--- config.mk ---
export PLATFORM = sky130hd
export DESIGN_NAME = tic_div
export DESIGN_NICKNAME = d
export VERILOG_FILES = /design/src/hw/rtl/tic_pkg.sv /design/src/hw/rtl/tic_div.sv
export SDC_FILE = /design/constraint.sdc
export NUM_CORES = 1
export LEC_CHECK = 0
export ABC_CLOCK_PERIOD_IN_PS = 3900
export BUFFER_PORTS_ARGS = -buffer_cell sky130_fd_sc_hd__buf_2
export CORE_MARGIN = 2
export CORE_UTILIZATION = 57
export DETAILED_ROUTE_END_ITERATION = 7
export PLACE_DENSITY = 0.85
export SETUP_SLACK_MARGIN = 0.02
export SLEW_MARGIN = 20
export SYNTH_ARGS = -nofsm -noshare
export SYNTH_HDL_FRONTEND = slang
export SYNTH_SLANG_ARGS = --single-unit
--- constraint.sdc ---
create_clock -name clk -period 3.9 [get_ports clk]
set_input_delay 0.585 -clock clk [delete_from_list [all_inputs] [get_ports clk]]
set_output_delay 0.585 -clock clk [all_outputs]
set_load 0.05 [all_outputs]
--- src/hw/rtl/tic_pkg.sv ---
package tic_pkg;

  localparam int ADDR_W = 5;

  localparam logic [2:0] REG_COAST_ENABLE = 3'd0;
  localparam logic [2:0] REG_CURVE_POWER  = 3'd1;
  localparam logic [2:0] REG_DUR_PER_SPD  = 3'd2;
  localparam logic [2:0] REG_SPEED_CAP    = 3'd3;
  localparam logic [2:0] REG_MIN_DUR      = 3'd4;
  localparam logic [2:0] REG_MAX_DUR      = 3'd5;
  localparam logic [2:0] REG_VERT_MULT    = 3'd6;
  localparam logic [2:0] REG_NOISE_THR    = 3'd7;

  localparam logic [3:0]  POWER_RESET   = 4'd4;
  localparam logic [23:0] DPS_RESET     = 24'd115200;
  localparam logic [15:0] MIN_DUR_RESET = 16'd30;
  localparam logic [15:0] MAX_DUR_RESET = 16'd1500;
  localparam logic [8:0]  VMULT_RESET   = 9'd256;

  typedef enum logic [3:0] {
    ST_IDLE,
    ST_DECODE,
    ST_SQ,
    ST_CHK,
    ST_SQRT,
    ST_MUL,
    ST_DIVS,
    ST_DIVY,
    ST_FIN,
    ST_ADV,
    ST_OUT
  } top_state_t;

  typedef enum logic [1:0] {
    LN_IDLE,
    LN_DIV,
    LN_POW,
    LN_SCALE
  } lane_state_t;

endpackage

--- src/hw/rtl/tic_div.sv ---
module tic_div
  import tic_pkg::*;
#(
  parameter int NW = 32,
  parameter int DW = 16
) (
  input  logic          clk,
  input  logic          rst,
  input  logic          start,
  input  logic [NW-1:0] dividend,
  input  logic [DW-1:0] divisor,
  output logic          busy,
  output logic [NW-1:0] quotient
);

  localparam int CW = $clog2(NW + 1);

  logic [CW-1:0] cnt;
  logic [DW-1:0] rem;
  logic [DW:0]   rem_s;
  logic [DW:0]   diff;

  assign rem_s = {rem, quotient[NW-1]};
  assign diff  = rem_s - {1'b0, divisor};
  assign busy  = (cnt != '0);

  // restoring division, one quotient bit a cycle
  always_ff @(posedge clk) begin
    if (rst) begin
      cnt <= '0;
    end else if (start) begin
      cnt <= CW'(NW);
    end else if (busy) begin
      cnt <= cnt - 1'b1;
    end
  end

  always_ff @(posedge clk) begin
    if (start) begin
      quotient <= dividend;
      rem      <= '0;
    end else if (busy) begin
      if (rem_s >= {1'b0, divisor}) begin
        rem      <= diff[DW-1:0];
        quotient <= {quotient[NW-2:0], 1'b1};
      end else begin
        rem      <= rem_s[DW-1:0];
        quotient <= {quotient[NW-2:0], 1'b0};
      end
    end
  end

endmodule

---- Word level (Yosys, flattened, before mapping) ----
Cells that the tools add are included.
operators by class
  $add $sub $neg .......................... 2
  magnitude comparators ................... 1
  multiplexer cells ....................... 6
  reduce and logical (&&, ||, !) cells .... 3
operator list
  kind                                                                 number
  32-bit 2-to-1 mux                                                    2
  17-bit by 16-bit >= comparator with 1-bit output                     1
  16-bit 2-to-1 mux                                                    1
  16-bit subtractor                                                    1
  6-bit 2-to-1 mux                                                     2
  6-bit nonzero test                                                   1
  6-bit by 1-bit subtractor with 6-bit output (second input constant)  1
  2-bit nonzero test                                                   1
  2-bit OR reduction                                                   1
  1-bit 2-to-1 mux                                                     1
word-level totals
  flip-flop bits (word level) ............. 54
  input bits .............................. 51
  output and inout bits ................... 33
  logic and storage cells ................. 16

---- Longest topological paths before layout ----
Gate-level depths: netlist of the first run.
  word-level depth ........................ 4
  depth in mapped cells ................... 10
  depth with buffers taken out ............ 9

---- Least setup slack after synthesis of the first run ----
No wires, ideal clock.
  path type ............................... reg-to-reg
  from .................................... reg quotient[31]
  to ...................................... reg rem[14]
  setup time .............................. 0.059 ns
  arrival ................................. 2.520 ns
  data required time ...................... 3.841 ns
  path slack .............................. 1.321 ns
  stages on the path, launching flop included .. 10
  buffers on the path ..................... 0
  period minus slack after synthesis ...... 2.579 ns
  cells stage by stage .................... edfxtp_1 > inv_1 > ha_1 > fa_1 > nand2b_1 > a21oi_1 > o311ai_0 > a2111o_1 > o2111ai_1 > o31a_1
between the ends
  word-level cells in the longest chain between the ends .. 2
  elaborated cells on any way between the ends .. 3
  those cells by class .................... 1 x add/sub; 1 x order compare; 1 x mux
RTL lines
  element                                                                                RTL line                      source
  start: declaration                                                                     tic_div.sv:13                 output logic [NW-1:0] quotient
  start signal: assignment                                                               tic_div.sv:40                 quotient <= dividend;
  start signal: assignment                                                               tic_div.sv:45                 quotient <= {quotient[NW-2:0], 1'b1};
  start signal: assignment                                                               tic_div.sv:48                 quotient <= {quotient[NW-2:0], 1'b0};
  16-bit subtractor or 17-bit by 16-bit >= comparator with 1-bit output (tied branches)  tic_div.sv:24, tic_div.sv:43
  16-bit 2-to-1 mux (*)                                                                  tic_div.sv:43                 if (rem_s >= {1'b0, divisor}) begin
  end signal: assignment                                                                 tic_div.sv:44                 rem <= diff[DW-1:0];
  end signal: assignment                                                                 tic_div.sv:47                 rem <= rem_s[DW-1:0];
  end: declaration                                                                       tic_div.sv:19                 logic [DW-1:0] rem;
Every way passes the cells marked *; elsewhere a longest branch is shown, timed or not.
A chain may end at the register's enable or synchronous reset.

---- Worst setup path in the final report of the first run ----
  from .................................... reg quotient[31]
  to ...................................... reg rem[10]
Same word-level chain as after synthesis.

==> metrics.csv, run 1 <==
metric,value,unit
arrival,2920,ps
numClockSinks,54,
portBuffers,83,
maxCapViolCount,0,
hold_start,rem[5]$_SDFFE_PP0P_,
track_usage,0.237,
cts.clk_slew.worst_paths,110,ps
grt_pass1_vias,2621,
syn_nets,392,
io_pins,84,
seqCellArea,1400,µm²
start_util,0.592,
timing.fmax,372,MHz
dieArea,6340,µm²
gp_routability_congestion,0.941,
post-cts-setup-buffers,0,
drt_iter0_markers,207,
hold_class,reg -> reg,
finalPower,2.81,mW
synth_top_family_by_area,compound AO/OA/AOI/OAI gates,
layout_common_cells,"83 x buf_2, 32 x edfxtp_1, 31 x mux2_2",
ys_seq_elements,54,
finalWorstSetupSlack,1210,ps
cts_resized,0,
syn-cell-area,3260,µm²
area_delta_synth_final,18.6,%
cp_cell_sequence,inv_1 -> ha_1 -> fa_1 -> nand2b_1 -> a21oi_1 -> o311ai_0 -> nand2_1 -> or4_1 -> o21ai_0,
synth-simple-area-share,0.135,
ys.warnings.count,0,
numCtsBuffers,5,
grt-ovfl-total,0,
clkLatencyLatePin,310,ps
nNetsFinal,475,
slowest_delay,630,ps
route.detailed.wl_per_inst,15.5,µm
grt_pass1_wl,11800,µm
crit_family,compound AO/OA/AOI/OAI gates,
synthMuxAreaShare,0.113,
antennaDiodeCount,0,
multi_input_area,1710,µm²
leakage,1.70,nW
relSlewSlack,0.527,
die_y,79.6,µm
skew,7.52,ps
period_needed,2690,ps
first_pass_iters,5,
avgViaCountPerCell,5.89,
hold_violations,0,
power_density,728,nW/µm²
fp.coreArea,5510,µm²
setup_tns,0,ps
critPathMaxFanout,4,
criticalPathCategory,reg -> reg,
syn_avg_cell_area,10.1,µm²
final_common_cell,buf_2,
grt_max_degree,54,
num_vias,2822,
wirelength,7440,µm
irDropWorstVdd,0.000382,V
ys_async_sr_fraction,0,
antenna_left,0,
synth_cells,323,
rsz0062_at_grt,false,
num-fill-cells,418,
seq_area_frac_synth,0.430,
synthFlopType,edfxtp_1,
min_period_over_period,0.689,
synth_cell_types,53,
tightest_slew,701,ps
cp_data_required_time,4130,ps
cts_tree,built,
slew_violations,0,
htreeDepth,2,
synth-compound-area-share,0.178,
start_kind,flop,
die_w,79.6,µm
postCtsHoldBufs,0,
setup_viol,0,
antenna_found_initial,0,
reg2reg_from,quotient[31]$_DFFE_PP_,
dpl_worst_slack,996,ps
synth-xor-area-share,0.0269,
cts_root_buf,clkbuf_8,
place_hpwl,5570,µm
cp-startpoint,quotient[31]$_DFFE_PP_,
cp_slowest_cell,o311ai_0,
endpoint_kind,flop,
cts_buffer_depth,2,
synth_adder_area_share,0.0714,
synth_edf_count,32,
final_layout_size_suffix_gt1_frac,0.327,
status,finished clean,
row_count,27,
drcViolationCount,0,
worst-path-buf-inv,1,
==> synthesized netlist by cell type, types with 4 or more instances <==
cell type / count / area [µm²]
edfxtp_1: 32 / 961
mux2_2: 31 / 349
nor2_1: 30 / 113
nand2_1: 24 / 90.1
dfxtp_1: 22 / 440
inv_1: 22 / 82.6
ha_1: 17 / 213
a21oi_1: 15 / 75.1
o21ai_0: 10 / 50.1
xnor2_1: 9 / 78.8
a211oi_1: 8 / 60.1
a31oi_1: 8 / 50.1
nor3_1: 7 / 35.0
a311oi_1: 6 / 52.6
clkbuf_1: 6 / 22.5
a21o_1: 5 / 37.5
nand2b_1: 5 / 31.3
and3_1: 4 / 25.0
nand3_1: 4 / 20.0
o31a_1: 4 / 35.0
==> per-layer routing <==
metal	up-vias	track usage	part of all wire
li1	1375	-	-
met1	1305	0.305	0.41
met2	119	0.397	0.50
met3	23	0.0351	0.060
met4	0	0.102	0.028
met5	-	0	0
==> worst reg2reg max path, cell delays in order, from the launching register on <==
cell,delay (ps)
edfxtp_1,460
inv_1,100
ha_1,190
fa_1,190
nand2b_1,150
a21oi_1,140
o311ai_0,630
nand2_1,160
or4_1,510
o21ai_0,80
==> metrics by stage <==
| step | area (µm²) | util | std cells | hold slack, ps |
|---|---|---|---|---|
| after detailed placement | 3750 | 0.681 | 471 | 495 |
| after global placement | 3750 | 0.681 | 471 | 485 |
| after floorplan | 3260 | - | 323 | 454 |
| after CTS | 3870 | 0.702 | 479 | 506 |
| after global routing | 3870 | 0.702 | 479 | 507 |
| final | 3870 | 0.702 | 479 | 510 |
==> report_power, final <==
part,switching (mW),total (mW),internal (mW),leakage [nW]
logic,0.985,1.50,0.518,1.14
clock network,0.195,0.391,0.196,0.0563
registers,0.116,0.921,0.805,0.511
==> cell families (layout without fill, tap and decap cells) <==
group / Yosys count / after routing
adder cells (fa/ha/maj): 18 / 18
AND/OR/NAND/NOR: 92 / 92
AO/OA/AOI/OAI: 80 / 80
multiplexers: 33 / 33
flip-flops: 54 / 54
buffers and inverters: 36 / 120
XOR/XNOR: 10 / 10
==> flip-flops by register name (all words and copies together), names as in the netlist <==
register	flops
quotient	32
rem	16
cnt	6
==> layout make-up <==
class | count | area share
Clock inverter | 3 | 0.0126
Tap cell | 72 | 0.0233
Timing Repair Buffer | 89 | 0.119
Sequential cell | 54 | 0.362
Inverter | 23 | 0.0223
Multi-Input combinational cell | 233 | 0.443
Clock buffer | 5 | 0.0178
==> worst paths after layout <==
path,to,slack (ps),depth (start not counted)
min reg2reg,rem[6]$_SDFFE_PP0P_,510,2
max,rem[10]$_SDFFE_PP0P_,1210,9
max reg2reg,rem[10]$_SDFFE_PP0P_,1210,9
min,rem[6]$_SDFFE_PP0P_,510,2
(Power assumes the default switching activity.)
==> run 2, diff against run 1 <==
- ABC_CLOCK_PERIOD_IN_PS: 3900 -> 2420
- CORE_UTILIZATION: 57 -> 48
- PLACE_DENSITY: 0.85 -> 0.76
- clock period: 3.9 -> 2.42 ns (I/O delays scaled with it)
==> metrics.csv, run 2 (synthesis gave the netlist of run 1 again) <==
metric,value,unit
grt_use_met1,0.253,
setup_viol,0,
fp.coreArea,6680,µm²
seqPwrFrac,0.299,
antenna_found_initial,0,
busiest_layer,met2,
top_register,quotient,
hold_class,in -> reg,
portBuffers,83,
cts.clk_slew.worst_paths,100,ps
maxCapViolCount,0,
drt_iter0_markers,186,
avgViaCountPerCell,5.65,
finalPower,5.04,mW
cts_root_buf,clkbuf_8,
final_common_cell,buf_2,
layout_common_cells,"83 x buf_2, 36 x buf_4, 32 x edfxtp_1",
critPathMaxFanout,6,
fin_area,4280,µm²
internal-power,2.75,mW
area_delta_synth_final,31.4,%
endpoint_kind,flop,
numClockSinks,54,
cp_data_required_time,2640,ps
first_pass_iters,4,
drcViolationCount,0,
place_area,3990,µm²
irDropWorstVdd,0.000594,V
route.detailed.wl_per_inst,15.8,µm
grt-ovfl-total,0,
cts_buffer_depth,2,
clkLatencyLatePin,310,ps
antennaDiodeCount,0,
rsz0062_at_grt,true,
period_needed,2390,ps
skew,9.43,ps
power_frac_clock,0.100,
io_pins,84,
place_hpwl,6150,µm
start_util,0.488,
power_density,1180,nW/µm²
timing.fmax,418,MHz
grt_pass1_wl,12600,µm
top_regs,"quotient x32, rem x16, cnt x6",
combPwrFrac,0.601,
cts_tree,built,
row_count,30,
die_w,86.4,µm
final_layout_size_suffix_gt1_frac,0.427,
setup_tns,0,ps
relSlewSlack,0.504,
grt_max_degree,33,
largest_reg_flops,32,
grt_pass1_vias,2800,
min_period_over_period,0.989,
tightest_slew,741,ps
nNetsFinal,508,
wirelength,8230,µm
switching_share,0.455,
use_met2,0.376,
dp_cells,505,
slew_violations,0,
num-fill-cells,536,
layout.cells.non_filler,520,
die_y,86.4,µm
status,finished clean,
hold_violations,0,
use_met3,0.0505,
htreeDepth,2,
criticalPathCategory,reg -> reg,
antenna_left,0,
leakage,1.90,nW
num_vias,2936,
numCtsBuffers,5,
gp_routability_congestion,1.03,
arrival,2620,ps
start_kind,flop,
track_usage,0.212,
switchingPower,2.30,mW
dieArea,7470,µm²
-- run 2: cell types whose count changed in the layout (fill, tap and decap cells not counted), moves of 3 or more --
cell,before,now
a311oi_1,6,3
buf_4,6,36
dfxtp_2,0,4
dfxtp_1,22,17
ha_1,17,11
ha_4,0,4
-- run 2: critical path, cell delays in order (launching register included) --
cell and delay [ps]:
dfxtp_2 360, ha_4 280, a21o_1 200, a311oi_4 140, o41ai_4 380, o31ai_4 160
buf_12 160, or3b_1 360, a311oi_1 260
-- run 2: area by class of cell --
class,instances,area (µm²),share of cell area
clock buffer,5,68.8,0.0161
clock inverter,3,21.3,0.00497
inverter,23,100,0.0234
multi-input combinational,233,1850,0.433
sequential,54,1410,0.329
tap,80,100,0.0234
timing repair buffer,122,728,0.170
-- run 2: worst paths after layout --
kind	startpoint	cells past startpoint	slack, ps	end
max	rem[9]$_SDFFE_PP0P_	8	30	rem[6]$_SDFFE_PP0P_
min	rst	2	300	cnt[0]$_SDFFE_PP0P_
max reg2reg	rem[9]$_SDFFE_PP0P_	8	30	rem[6]$_SDFFE_PP0P_
min reg2reg	rem[3]$_SDFFE_PP0P_	2	500	rem[4]$_SDFFE_PP0P_
-- run 2: through the flow --
step	utilization	worst slack (ps)	hold WS, ps
3_5_place_dp	0.598	-99.0	491
3_3_place_gp	0.598	5.49	488
6_report	0.641	26.5	300
4_1_cts	0.611	27.4	290
2_1_floorplan	-	9.34	432
5_1_grt	0.641	-39.6	295
-- run 2: timing repair --
item | in CTS | in global routing
endpoints found under the hold margin | 0 | 0
gates resized for setup | 1 | 29
setup endpoints to repair | 1 | 11
pin swaps | 0 | 13
hold buffers | 0 | 0
setup buffers | 0 | 7
-- run 2: routing by layer --
layer,wire (µm),vias up,share of wire
met1,3460,1382,0.42
met2,4230,103,0.51
li1,-,1438,-
met5,0,-,0
met3,438,13,0.053
met4,104,0,0.013
-- run 2: power by group through the flow --
stage | registers [mW] | logic [mW] | clock network, mW
after floorplan | 1.97 | 1.43 | 0
after global placement | 1.49 | 2.64 | 0
after detailed placement | 1.50 | 2.70 | 0
after CTS | 1.48 | 2.72 | 0.516
after global routing | 1.54 | 3.26 | 0.555
final | 1.51 | 3.03 | 0.504
==> run 3, diff against run 2 <==
- ABC_AREA: not set -> 1
- CORE_UTILIZATION: 48 -> 49
- PLACE_DENSITY: 0.76 -> 0.77
==> metrics.csv, run 3 <==
metric,value,unit
yosys.area.top_type_share,0.272,
synth_top_cells_by_count,"217 x nand2_1, 68 x inv_1, 35 x nand3_1, 32 x edfxtp_1, 22 x dfxtp_1",
postCtsHoldBufs,0,
post-cts-setup-buffers,0,
irDropWorstVdd,0.000583,V
antenna_found_initial,0,
criticalPathCategory,reg -> reg,
htreeDepth,2,
wl_met1,3650,µm
synth.area.top_cells,"edfxtp_1 27%, nand2_1 23%, dfxtp_1 12%, inv_1 7.2%, ha_1 6.0%",
syn-cell-area,3530,µm²
synth_cell_types,35,
avgViaCountPerCell,4.84,
dr_wl_met2,3940,µm
min_period_over_period,0.885,
grt_pass1_vias,3004,
cts_tree,built,
dieArea,7900,µm²
final_common_cell,nand2_1,
cts_resized,0,
seq_area_frac_synth,0.397,
num-fill-cells,638,
num_vias,3265,
syn_avg_cell_area,7.12,µm²
finalPower,4.80,mW
portBuffers,83,
relSlewSlack,0.424,
track_usage,0.212,
syn_nets,565,
antenna_left,0,
cts_root_buf,clkbuf_8,
synthFlopType,edfxtp_1,
start_kind,flop,
leakage,2.28,nW
area_delta_synth_final,16.3,%
synth_cells,496,
tightest_slew,863,ps
nNetsFinal,647,
top_register,quotient,
place_hpwl,6350,µm
hold_violations,0,
route.met3.wl,336,µm
largest_reg_flops,32,
grt-ovfl-total,0,
ys_async_sr_fraction,0,
power_density,1170,nW/µm²
route.detailed.wl_per_inst,11.9,µm
timing.fmax,467,MHz
status,finished clean,
slew_violations,0,
wirelength,8020,µm
drt_iter0_markers,177,
cp_data_required_time,2350,ps
fp.coreArea,6870,µm²
synth_area_leader_cell,edfxtp_1,
ys.warnings.count,0,
hold_class,in -> reg,
clkLatencyLatePin,300,ps
ys_seq_elements,54,
post-route-util,0.598,
post-synth-top-count-cell,nand2_1,
arrival,2070,ps
cts_buffer_depth,2,
start_util,0.514,
maxCapViolCount,0,
numClockSinks,54,
synth_edf_count,32,
final_layout_size_suffix_gt1_frac,0.204,
grt_pass1_wl,13200,µm
first_pass_iters,4,
top_layer,met4,
die_y,88.9,µm
io_pins,84,
gp_routability_congestion,0.984,
skew,10.6,ps
die_w,88.9,µm
cts.clk_slew.worst_paths,90,ps
rsz0062_at_grt,false,
setup_viol,0,
drcViolationCount,0,
row_count,30,
numCtsBuffers,5,
period_needed,2140,ps
endpoint_kind,flop,
top_regs,"quotient x32, rem x16, cnt x6",
critPathMaxFanout,39,
antennaDiodeCount,0,
grt_max_degree,40,
setup_tns,0,ps
layout_common_cells,"217 x nand2_1, 83 x buf_2, 68 x inv_1",
## run 3: cell types whose count changed after synthesis, moves of 5 or more
cell,delta
nand2_1,+193
inv_1,+46
mux2_2,-31
nand3_1,+31
nor2_1,-9
a211oi_1,-8
nand3b_1,+8
o21ai_2,+7
a311oi_1,-6
a31oi_1,-6
o21ai_0,-6
a21o_1,-5
inv_2,+5
nand2b_1,-5
## run 3: worst paths after layout
path / startpoint / to / slack [ps] / cells after the start
min reg2reg: rem[15]$_SDFFE_PP0P_ / rem[15]$_SDFFE_PP0P_ / 480 / 2
max: cnt[0]$_SDFFE_PP0P_ / quotient[8]$_DFFE_PP_ / 280 / 8
min: rst / cnt[5]$_SDFFE_PP0P_ / 220 / 2
max reg2reg: cnt[0]$_SDFFE_PP0P_ / quotient[8]$_DFFE_PP_ / 280 / 8
## run 3: cell type report
type | instances | area, µm² | area share
flip-flops and latches | 54 | 1400 | 0.341
repair buffers | 86 | 438 | 0.107
clock inverters | 3 | 11.3 | 0.00274
well taps | 96 | 120 | 0.0293
multi-input cells | 357 | 1790 | 0.436
clock buffers | 5 | 68.8 | 0.0168
inverters | 74 | 278 | 0.0676
## run 3: kinds of logic (layout without fill, tap and decap cells)
kind of cell,after synthesis,count (layout),synth area share
and+or+nand+nor,303,303,0.372
xor gates and xnor gates,7,7,0.0174
AOI/OAI and AO/OA,29,29,0.0517
DFF,54,54,0.397
buffers and inverters,85,168,0.0964
adders and majority gates,18,18,0.0659
## run 3: metal layers
metal	track usage	vias to the layer above
met4	0.0482	0
met5	0	-
met3	0.0382	12
met2	0.360	86
li1	-	1724
met1	0.282	1443
## run 3: power breakdown
group	total (mW)	switching, mW	internal, mW	leakage, nW
clock network	0.480	0.285	0.194	0.0407
registers	1.50	0.192	1.31	0.519
logic	2.82	1.95	0.877	1.72
## run 3: worst max-delay path: stages (launching register included)
cell and delay [ps]:
dfxtp_1 320, inv_1 70, ha_1 230, nand2_1 120, or2_4 150, nor2_4 40
inv_2 130, nor2_8 70, inv_2 630
## run 3: stage by stage
| stage | instance area (µm²) | hold WS [ps] | setup WS [ps] | cells |
|---|---|---|---|---|
| global placement | 4030 | 459 | 228 | 667 |
| CTS | 4110 | 222 | 269 | 675 |
| detailed placement | 4030 | 467 | 176 | 667 |
| global route | 4110 | 218 | 56.6 | 675 |
| floorplan | 3530 | 432 | 267 | 496 |
| finish | 4110 | 222 | 278 | 675 |
