**config.mk**
```make
export PLATFORM = sky130hd
export DESIGN_NAME = tic_lane
export DESIGN_NICKNAME = d
export VERILOG_FILES = /design/src/hw/rtl/tic_pkg.sv /design/src/hw/rtl/tic_div.sv /design/src/hw/rtl/tic_lane.sv
export SDC_FILE = /design/constraint.sdc
export NUM_CORES = 1
export LEC_CHECK = 0
export BUFFER_PORTS_ARGS = -buffer_cell sky130_fd_sc_hd__buf_4
export CAP_MARGIN = 20
export CORE_MARGIN = 2
export CORE_UTILIZATION = 30
export CTS_BUF_LIST = sky130_fd_sc_hd__clkbuf_4 sky130_fd_sc_hd__clkbuf_8
export DETAILED_ROUTE_END_ITERATION = 12
export SYNTH_ARGS = -nofsm -noshare
export SYNTH_HDL_FRONTEND = slang
export SYNTH_SLANG_ARGS = --single-unit
```
**constraint.sdc**
```tcl
create_clock -name clk -period 11.15 [get_ports clk]
set_input_delay 0 -clock clk [delete_from_list [all_inputs] [get_ports clk]]
set_output_delay 0 -clock clk [all_outputs]
set_load 0.05 [all_outputs]
```
**src/hw/rtl/tic_pkg.sv**
```systemverilog
package tic_pkg;

  localparam int ADDR_W = 5;

  localparam logic [2:0] REG_COAST_ENABLE = 3'd0;
  localparam logic [2:0] REG_CURVE_POWER  = 3'd1;
  localparam logic [2:0] REG_DUR_PER_SPD  = 3'd2;
  localparam logic [2:0] REG_SPEED_CAP    = 3'd3;
  localparam logic [2:0] REG_MIN_DUR      = 3'd4;
  localparam logic [2:0] REG_MAX_DUR      = 3'd5;
  localparam logic [2:0] REG_VERT_MULT    = 3'd6;
  localparam logic [2:0] REG_NOISE_THR    = 3'd7;

  localparam logic [3:0]  POWER_RESET   = 4'd4;
  localparam logic [23:0] DPS_RESET     = 24'd115200;
  localparam logic [15:0] MIN_DUR_RESET = 16'd30;
  localparam logic [15:0] MAX_DUR_RESET = 16'd1500;
  localparam logic [8:0]  VMULT_RESET   = 9'd256;

  typedef enum logic [3:0] {
    ST_IDLE,
    ST_DECODE,
    ST_SQ,
    ST_CHK,
    ST_SQRT,
    ST_MUL,
    ST_DIVS,
    ST_DIVY,
    ST_FIN,
    ST_ADV,
    ST_OUT
  } top_state_t;

  typedef enum logic [1:0] {
    LN_IDLE,
    LN_DIV,
    LN_POW,
    LN_SCALE
  } lane_state_t;

endpackage

```
**src/hw/rtl/tic_div.sv**
```systemverilog
module tic_div
  import tic_pkg::*;
#(
  parameter int NW = 32,
  parameter int DW = 16
) (
  input  logic          clk,
  input  logic          rst,
  input  logic          start,
  input  logic [NW-1:0] dividend,
  input  logic [DW-1:0] divisor,
  output logic          busy,
  output logic [NW-1:0] quotient
);

  localparam int CW = $clog2(NW + 1);

  logic [CW-1:0] cnt;
  logic [DW-1:0] rem;
  logic [DW:0]   rem_s;
  logic [DW:0]   diff;

  assign rem_s = {rem, quotient[NW-1]};
  assign diff  = rem_s - {1'b0, divisor};
  assign busy  = (cnt != '0);

  // restoring division, one quotient bit a cycle
  always_ff @(posedge clk) begin
    if (rst) begin
      cnt <= '0;
    end else if (start) begin
      cnt <= CW'(NW);
    end else if (busy) begin
      cnt <= cnt - 1'b1;
    end
  end

  always_ff @(posedge clk) begin
    if (start) begin
      quotient <= dividend;
      rem      <= '0;
    end else if (busy) begin
      if (rem_s >= {1'b0, divisor}) begin
        rem      <= diff[DW-1:0];
        quotient <= {quotient[NW-2:0], 1'b1};
      end else begin
        rem      <= rem_s[DW-1:0];
        quotient <= {quotient[NW-2:0], 1'b0};
      end
    end
  end

endmodule

```
**src/hw/rtl/tic_lane.sv**
```systemverilog
module tic_lane
  import tic_pkg::*;
#(
  parameter int FRAC_BITS = 16
) (
  input  logic        clk,
  input  logic        rst,
  input  logic        go,
  input  logic [31:0] elapsed,
  input  logic [15:0] dur,
  input  logic [3:0]  power,
  input  logic [15:0] rel,
  output logic        busy,
  output logic [15:0] result
);

  localparam int NW = FRAC_BITS + 16;
  localparam int QW = FRAC_BITS + 1;
  localparam int AW = (QW > 17) ? QW : 17;

  lane_state_t state, state_next;

  logic          expired;
  logic          div_start;
  logic          div_busy;
  logic [NW-1:0] div_q;
  logic [NW-1:0] dividend;
  logic [QW-1:0] r;
  logic [QW-1:0] acc;
  logic [3:0]    cnt;
  logic [16:0]   rel_ext;
  logic [16:0]   mag;
  logic [AW-1:0] mul_a;
  logic [AW-1:0] mul_b;
  logic [2*AW-1:0] prod;
  logic [2*AW-1:0] prod_sh;

  assign expired  = (dur == '0) || (elapsed >= {16'd0, dur});
  assign dividend = NW'(dur - elapsed[15:0]) << FRAC_BITS;
  assign rel_ext  = {rel[15], rel};
  assign mag      = rel[15] ? (17'd0 - rel_ext) : rel_ext;
  assign mul_a    = (state == LN_SCALE) ? AW'(mag) : AW'(acc);
  assign mul_b    = (state == LN_SCALE) ? AW'(acc) : AW'(r);
  assign prod     = mul_a * mul_b;
  assign prod_sh  = prod >> FRAC_BITS;

  tic_div #(.NW(NW), .DW(16)) u_div (
    .clk      (clk),
    .rst      (rst),
    .start    (div_start),
    .dividend (dividend),
    .divisor  (dur),
    .busy     (div_busy),
    .quotient (div_q)
  );

  always_comb begin
    state_next = state;
    case (state)
      LN_IDLE:  if (go) state_next = expired ? LN_SCALE : LN_DIV;
      LN_DIV:   if (!div_busy) state_next = LN_POW;
      LN_POW:   if (cnt >= power) state_next = LN_SCALE;
      LN_SCALE: state_next = LN_IDLE;
      default:  state_next = LN_IDLE;
    endcase
  end

  always_comb begin
    div_start = (state == LN_IDLE) && go && !expired;
    busy      = (state != LN_IDLE);
  end

  always_ff @(posedge clk) begin
    if (rst) begin
      state <= LN_IDLE;
    end else begin
      state <= state_next;
    end
  end

  always_ff @(posedge clk) begin
    case (state)
      LN_IDLE: begin
        if (go) acc <= '0;
      end
      LN_DIV: begin
        if (!div_busy) begin
          r   <= div_q[QW-1:0];
          acc <= div_q[QW-1:0];
          cnt <= 4'd1;
        end
      end
      LN_POW: begin
        if (cnt < power) begin
          acc <= prod_sh[QW-1:0];
          cnt <= cnt + 4'd1;
        end
      end
      LN_SCALE: begin
        // truncate magnitude, then restore the sign
        result <= rel[15] ? (16'd0 - prod_sh[15:0]) : prod_sh[15:0];
      end
      default: ;
    endcase
  end

endmodule
```
-- Word level (Yosys, flattened, before mapping)
Index checks and enable logic that the tools add are counted.
- multiply operators: 1
- bitwise gates (word level): 1
- equal/unequal tests: 7
- multiplexer cells: 22
- magnitude comparators: 4
- $add $sub $neg: 6
- reduce and logical (&&, ||, !) cells: 16
- operator list (kind ; count):
    $mux 17 ; 6
    $mux 32 ; 2
    $pmux 17 s3 ; 1
    $mul 17x17->33 ; 1
    $ge 32x16->1 ; 1
    $mux 16 ; 2
    $sub 16x16->16 ; 2
    $ge 17x16->1 ; 1
    $sub 1x16->17 const A ; 1
    $logic_not 16->1 ; 1
    $sub 1x16->16 const A ; 1
    $mux 6 ; 2
    $mux 2 ; 4
    $mux 4 ; 2
    $ne 2x2->1 const B ; 4
    $pmux 2 s4 ; 1
    $pmux 4 s2 ; 1
    $reduce_and 3->1 ; 2
    $reduce_bool 2->1 ; 3
    $reduce_bool 6->1 ; 1
    $sub 6x1->6 const B ; 1
    $add 4x1->4 const B ; 1
    $eq 2x2->1 const B ; 2
    $ge 4x4->1 ; 1
    12 further kinds ; 13
- bits in registers: 110
- word-level logic and storage cells: 67
- output and inout port bits: 17
- bits of input ports: 71

-- Longest topological paths before layout
Gate-level depths: netlist of run 1.
- word-level depth: 6
- gate-level depth with buffers: 34
- mapped depth without buffers: 33

-- Modules after synthesis
From an unflattened synthesis of run 1, not the netlist that was laid out.
- cell total of the unflattened synthesis: 1881
- area total of the unflattened synthesis: 16877.4 µm²
- modules (own cells, without submodules) (module ; times used ; cells an instance ; sequential area each (µm²) ; area each (µm²)):
    tic_lane ; 1 ; 1558 ; 1661.6 ; 13616.8
    tic_div ; 1 ; 323 ; 1401.3 ; 3260.6

-- Least setup slack after synthesis of run 1
No wires, ideal clock.
- path kind: register -> register
- from: register state[1]
- to: register result[11] (data pin)
- arrival time: 8.519 ns
- data required time: 10.882 ns
- clock period less this slack: 8.787 ns
- setup time: 0.268 ns
- cell stages (with the launch flop): 29
- path slack: 2.363 ns
- buffers on the path: 3
- cell sequence: dfxtp_1 > ha_1 > clkbuf_1 > clkbuf_1 > clkbuf_1 > nor2_1 > a21oi_1 > nand2_1 > fa_1 > inv_1 > fa_1 > fa_1 > fa_1 > fa_1 > inv_1 > fa_1 > inv_1 > ha_1 > and2_1 > and3_1 > a32oi_2 > nand3_2 > and2_4 > a311o_1 > and3_4 > or2_1 > or3_4 > o31ai_1 > xnor2_1
- cells in the longest elaborated chain, start to end: 5
- elaborated cells between the ends (all ways): 6
- classes of those cells: add/sub: 1; mul: 1; eq/ne: 1; mux: 3
- ends and longest elaborated chain (element ; line ; source):
    start: declaration ; tic_lane.sv:21 ; lane_state_t state, state_next;
    start signal: assignment ; tic_lane.sv:77 ; state <= state_next;
    $eq 2x2->1 * ; tic_lane.sv:42, tic_lane.sv:43 ;
    $mux 17 (on tied branches) ; tic_lane.sv:42, tic_lane.sv:43 ;
    $mul 17x17->33 * ; tic_lane.sv:44 ; assign prod = mul_a * mul_b;
    $sub 1x16->16 ; tic_lane.sv:101 ; result <= rel[15] ? (16'd0 - prod_sh[15:0]) : prod_sh[15:0];
    $mux 16 * ; tic_lane.sv:101 ;
    end signal: assignment ; tic_lane.sv:101 ;
    end: declaration ; tic_lane.sv:14 ; output logic [15:0] result
Mark *: on every way between the ends. The rest lies on a longest branch, timed or not.
A chain may end at the register's enable or synchronous reset.

-- Final worst setup path of run 1
- from: register state[1]
- to: register result[15] (data pin)
Same word-level chain as after synthesis.

==> summary.txt, run 1 <==
Placed design
  – Port bufs: 87
  – Detailed Place HPWL: 39200 um
  – Final GP Congestion: between 1 and 1.5

Critical path
  – WP data arrival: between 9 and 10 ns
  – Worst setup SP type: flop
  – WP buf/inv: 3
  – Maximum fanout along the worst path: between 60 and 70
  – Largest stage delay on the critical path: a little over 0.9 ns
  – Crit Reg-Reg Endpoint: result[15]$_DFFE_PP_
  – Crit-path cells: ha_4, buf_4, mux2i_1, nor2_1, fa_1, fa_1, fa_1, fa_1, fa_1, inv_1, fa_1, inv_1, ha_1, and2_1, nand3_1, a311o_1, nand3_2, nand3_1, a31oi_1, o311ai_1, or4_1, o41ai_2, xnor2_1
  – CP Capture Type: flop
  – WS Path Type: flop to flop
  – CP top delay family: adder cells
  – Slowest cell on crit path: mux2i_1
  – Critical Path RT: around 11 ns
  – R2R setup slack: ~1.7 ns
  – RR Startpoint: state[1]$_SDFFE_PP0P_
  – Worst path most repeated cell: fa_1
  – Worst Reg2Reg Path Length in Cells: 23

Global routing
  – GRT overflow: 0
  – Initial antenna violation count: 1
  – Global-route wire length before repair: about 76000 um
  – Tot GR Track Use: between 15 and 20%
  – Number of global-route vias before repair: 13414
  – Largest net degree at the start of global routing: 63

Finish
  – N_diodes: 0
  – Most common cell after layout, fill and taps aside: inv_1
  – Area delta synth->final: 10.5%
  – Most frequent cells in the layout: inv_1, nand2_1, fa_1, nor2_1, ha_1
  – Layout cell share with drive strength beyond 1: under 10%
  – Final Net Count: 2358

STA
  – Maximum clock rate: roughly 110 MHz
  – Tightest Pin Transition: about 1.2 ns
  – Setup TNS: 0 ns
  – Tcrit/Tclk final: between 80% and 90%
  – Final Hold Violating Endpoints: 0
  – RSZ-0062 raised after global routing: no
  – Hold WS: roughly 0.1 ns
  – Layout Skew: approximately 0.014 ns
  – Minimum clock period: approximately 9.4 ns
  – Final Max Slew Viols: 0
  – Relative slew slack: roughly 22%
  – Final setup violation count: 0

Worst hold path
  – Worst hold start: go
  – Min-Delay Path Class: input port to flop
  – Hold endpoint: u_div.quotient[31]$_DFFE_PP_
  – Worst Hold Depth: 3

Synth
  – Distinct cells, synth: 63
  – Net Count, Synth: between 2000 and 2500
  – Ys async rst share: 0%
  – Yosys warns: 0
  – Mapped Area: 16100 um^2
  – Primary FF master, synth: edfxtp_1
  – Post-synth EDFFs: 70
  – Cells after synthesis: between 1500 and 2000
  – Synthesized area per cell: approximately 9 um^2
  – #FFs+latches synth: 110
  – Seq/Total Area, Yosys: between 10% and 20%

Clocking
  – CTS tree: done
  – Clock buffer count from CTS: 9
  – Post-CTS Setup Bufs: 0
  – Depth of the CTS H-tree: 3
  – Clk buf depth: 2
  – Insertion delay to the later sink of the worst-skew pair: around 0.40 ns
  – Sink Count: 110
  – Clk pin slew, worst setup/hold paths: around 0.11 ns
  – Root Buffer: clkbuf_8

Die
  – Core area: 53500 um^2
  – Die height: approximately 240 um
  – Full die area: between 50000 and 60000 um^2
  – I/O Pins: 88
  – Die Width: 236 um
  – Initial Util: a little under a third
  – Rows: 85

Route
  – Iteration-0 DRC Markers: approximately 700
  – Routed WL per cell: about 18 um
  – Post-route ant nets: 0
  – First-pass DRT Iterations: 5
  – Vias per cell: a little under 5
  – # DRC: 0
  – Vias: between 10000 and 15000
  – Final WL: 47200 um

Status
  – Status: finished, final reports clean

Run
  – Max_cap viols: 0
## how the worst max path moves through the flow
stage / startpoint / endpoint / slack, ns / cells after the start
detailed placement: state[1]$_SDFFE_PP0P_ / result[15]$_DFFE_PP_ / 1.79 / 23
floorplan: state[1]$_SDFFE_PP0P_ / result[11]$_DFFE_PP_ / 2.36 / 28
global placement: state[1]$_SDFFE_PP0P_ / result[15]$_DFFE_PP_ / 2.06 / 23
CTS: state[1]$_SDFFE_PP0P_ / result[15]$_DFFE_PP_ / 1.75 / 23
global route: state[1]$_SDFFE_PP0P_ / result[15]$_DFFE_PP_ / 1.26 / 23
finish: state[1]$_SDFFE_PP0P_ / result[15]$_DFFE_PP_ / 1.74 / 23
## worst min-delay path, stage by stage
cell     delay, ns
buf_4         0.13
nand3_1       0.10
o21ai_0       0.10
## layer usage
metal	vias to the layer above	part of all wire, %	global-route usage (%)
li1	5970	-	-
met3	77	6.4	3.42
met5	-	0	0
met4	0	3.1	5.66
met1	6220	43	23.2
met2	373	47	28.9
## stage by stage
stage	instance area [um^2]	cells	utilization (%)	worst slack, ns
floorplan	16100	1838	-	2.36
CTS	17800	2601	33.4	1.75
detailed placement	17700	2584	33.0	1.79
finish	17800	2602	33.4	1.74
global placement	17600	2582	33.0	2.06
global route	17800	2602	33.4	1.26
## cell type report
type / count / area, um^2
clock inverter: 6 / 46.3
sequential: 110 / 2900
fill: 5582 / 35600
tap: 696 / 871
timing repair buffer: 109 / 821
multi-input combinational: 1325 / 11800
clock buffer: 10 / 131
inverter: 346 / 1300
## cells by family (layout without fill, tap and decap cells)
| group | after synthesis | count (layout) | synth area share, % |
|---|---|---|---|
| AND/OR/NAND/NOR | 578 | 578 | 15.9 |
| buffers and inverters | 403 | 471 | 9.38 |
| adder cells (fa/ha/maj) | 386 | 386 | 40.3 |
| AO/OA/AOI/OAI | 241 | 241 | 9.49 |
| flip-flops | 110 | 110 | 18.0 |
| XOR/XNOR | 74 | 74 | 4.01 |
| multiplexers | 46 | 46 | 2.99 |
## registers in the layout, summed over array words and instances (netlist names)
signal          flops
state               2
cnt                 4
u_div.quotient     32
result             16
u_div.rem          16
r                  17
u_div.cnt           6
acc                17
## Yosys cell counts, types with 12 or more instances
master | n | share of area (%)
edfxtp_1 | 70 | 13
a22oi_1 | 17 | 0.79
dfxtp_1 | 40 | 5.0
nand2b_1 | 16 | 0.62
nand3_1 | 22 | 0.68
o21ai_0 | 63 | 2.0
nor2b_1 | 28 | 1.1
nor2_1 | 170 | 4.0
a21oi_1 | 65 | 2.0
a21o_1 | 30 | 1.4
mux2i_1 | 28 | 1.7
and2_1 | 21 | 0.81
nand2_1 | 249 | 5.8
inv_1 | 346 | 8.0
ha_1 | 163 | 13
xnor2_1 | 45 | 2.4
o31ai_1 | 12 | 0.56
fa_1 | 223 | 28
xor2_1 | 29 | 1.6
mux2_2 | 17 | 1.2
nor3_1 | 20 | 0.62
clkbuf_1 | 53 | 1.2
## timing repair
| action | 4_1_cts | 5_1_grt |
|---|---|---|
| gates resized for setup | 0 | 0 |
| hold endpoints to repair | 8 | 0 |
| hold buffers | 1 | 0 |
Power of run 1 is left out: the tool's default activity adds up to more than one toggle a clock period on the data nets, which glitch-free logic cannot reach.
==> run 2, diff against run 1 <==
==> constraint.sdc (replaced) <==
create_clock -name clk -period 9.3 [get_ports clk]
set_input_delay 0 -clock clk [delete_from_list [all_inputs] [get_ports clk]]
set_output_delay 0 -clock clk [all_outputs]
set_load 0.05 [all_outputs]
==> run 2 against run 1 <==
  * Register-to-register slack lost 0.99 ns
  * Non-clock buffer count increased by 21
  * Utilization grew 0.41 points
  * Critical path type unchanged
==> summary.txt, run 2 (synthesis results as in run 1) <==
Status
  – Status: finished, final reports clean

Placed design
  – Final GP Congestion: 0.952 (-6.4%)
  – Detailed Place HPWL: 38500 um (-1.7%)
  – Port bufs: 87 (unchanged)

STA
  – Layout Skew: 0.00901 ns (-0.00531 ns)
  – Tcrit/Tclk final: 91.9% (+7.6 points)
  – Final Max Slew Viols: 0 (unchanged)
  – Minimum clock period: 8.55 ns (-0.856 ns)
  – Relative slew slack: 37.0% (+15 points)
  – Maximum clock rate: 117 MHz (+10%)
  – Tightest Pin Transition: 0.944 ns (-0.232 ns)
  – Final Hold Violating Endpoints: 0 (unchanged)
  – RSZ-0062 raised after global routing: no
  – Final setup violation count: 0 (unchanged)
  – Setup TNS: 0 ns (unchanged)

Critical path
  – Worst setup SP type: flop
  – Critical Path RT: 9.43 ns (-1.87 ns)
  – Maximum fanout along the worst path: 35 (-44%)
  – CP Capture Type: flop
  – WS Path Type: flop to flop
  – WP data arrival: 8.68 ns (-0.88 ns)

Route
  – Routed wl met2: 21700 um (-2.4%)
  – Detailed route wirelength on metal3: 2530 um (-16%)
  – Iteration-0 DRC Markers: 808 (+15%)
  – Vias per cell: 4.84 (-0.41%)
  – First-pass DRT Iterations: 5 (unchanged)
  – Vias: 12690 (+0.40%)
  – Final WL: 45500 um (-3.5%)
  – Post-route ant nets: 0 (unchanged)
  – # DRC: 0 (unchanged)
  – Top layer in use: met4
  – Routed WL per cell: 17.4 um (-4.2%)
  – Met1 WL: 20400 um (-0.44%)

Finish
  – Max reg flops: 32 (unchanged)
  – Final Net Count: 2379 (+0.89%)
  – Layout cell share with drive strength beyond 1: 9.44% (+1.0 points)
  – Area delta synth->final: 11.9%
  – Biggest regs: u_div.quotient (32), acc (17), r (17)
  – Most common cell after layout, fill and taps aside: inv_1
  – Most frequent cells in the layout: inv_1, nand2_1, fa_1, nor2_1, ha_1
  – Fill cells: 5564 (-0.32%)
  – Largest Register: u_div.quotient
  – N_diodes: 0 (unchanged)

Die
  – Rows: 85 (unchanged)
  – Die Width: 236 um (unchanged)
  – Full die area: 55700 um^2 (unchanged)
  – Initial Util: 30.2% (unchanged)
  – Core area: 53500 um^2 (unchanged)
  – I/O Pins: 88 (unchanged)
  – Die height: 236 um (unchanged)

Clocking
  – Post-CTS Resized: 0 (unchanged)
  – CTS tree: done
  – Clk buf depth: 2 (unchanged)
  – Cts hold-fix bufs: 1 (unchanged)
  – Insertion delay to the later sink of the worst-skew pair: 0.38 ns (-0.02 ns)
  – Post-CTS Setup Bufs: 0 (unchanged)
  – Depth of the CTS H-tree: 3 (unchanged)
  – Clk pin slew, worst setup/hold paths: 0.11 ns (about the same)
  – Root Buffer: clkbuf_8
  – Sink Count: 110 (unchanged)
  – Clock buffer count from CTS: 9 (unchanged)

Global routing
  – Initial antenna violation count: 0 (-1)
  – Tot GR Track Use: 16.8% (-0.81 points)
  – Number of global-route vias before repair: 12967 (-3.3%)
  – GRT overflow: 0 (unchanged)
  – Largest net degree at the start of global routing: 39 (-38%)
  – Global-route wire length before repair: 73100 um (-3.8%)

Run
  – Max_cap viols: 0 (unchanged)

Worst hold path
  – Min-Delay Path Class: input port to flop
## run 2: path summary, 6_finish.rpt
path | depth (start not counted) | slack (ns) | from | to
worst max-delay path | 25 | 0.75 | state[1]$_SDFFE_PP0P_ | result[15]$_DFFE_PP_
worst min-delay path | 3 | 0.13 | elapsed[1] | u_div.quotient[17]$_DFFE_PP_
worst max register to register | 25 | 0.75 | state[1]$_SDFFE_PP0P_ | result[15]$_DFFE_PP_
worst min register to register | 1 | 0.47 | u_div.rem[15]$_SDFFE_PP0N_ | u_div.rem[15]$_SDFFE_PP0N_
## run 2: through the flow
stage | cells | hold slack, ns | setup WS (ns) | cell area, um^2 | util [%]
after floorplan | 1838 | 0.0691 | 0.513 | 16100 | -
after global placement | 2606 | 0.216 | 0.812 | 17800 | 33.3
after detailed placement | 2606 | 0.217 | 0.703 | 17800 | 33.3
after CTS | 2623 | 0.110 | 0.737 | 18100 | 33.8
after global routing | 2623 | 0.123 | 0.385 | 18100 | 33.8
final | 2623 | 0.128 | 0.749 | 18100 | 33.8
## run 2: critical path, cell delays in order (launching register included)
cell and delay [ns]:
dfxtp_1 0.43, ha_4 0.48, nor2_1 0.20, a21oi_1 0.62, nand2_1 0.17, fa_1 0.57
inv_1 0.05, fa_1 0.52, fa_1 0.50, fa_1 0.55, fa_1 0.56, inv_1 0.06
fa_1 0.54, inv_1 0.05, ha_1 0.36, and2_1 0.23, and3_1 0.20, a32oi_2 0.28
nand3_2 0.14, and2_4 0.18, a311o_1 0.34, and3_4 0.20, or2_1 0.28, or3_4 0.41
o41ai_2 0.25, xnor2_1 0.11
## run 2: layer usage
layer	GRT usage, %	vias up
li1	-	6013
met1	23.0	6256
met2	28.3	370
met3	1.97	51
met4	3.88	0
met5	0	-
## run 2: cell type report
cell class | count | area, um^2 | area share [%]
sequential | 110 | 2900 | 16.1
multi-input combinational | 1325 | 11800 | 65.1
tap | 696 | 871 | 4.82
clock buffer | 9 | 124 | 0.686
clock inverter | 7 | 116 | 0.644
timing repair buffer | 130 | 991 | 5.48
inverter | 346 | 1300 | 7.19
Power of run 2 is left out for the same reason.
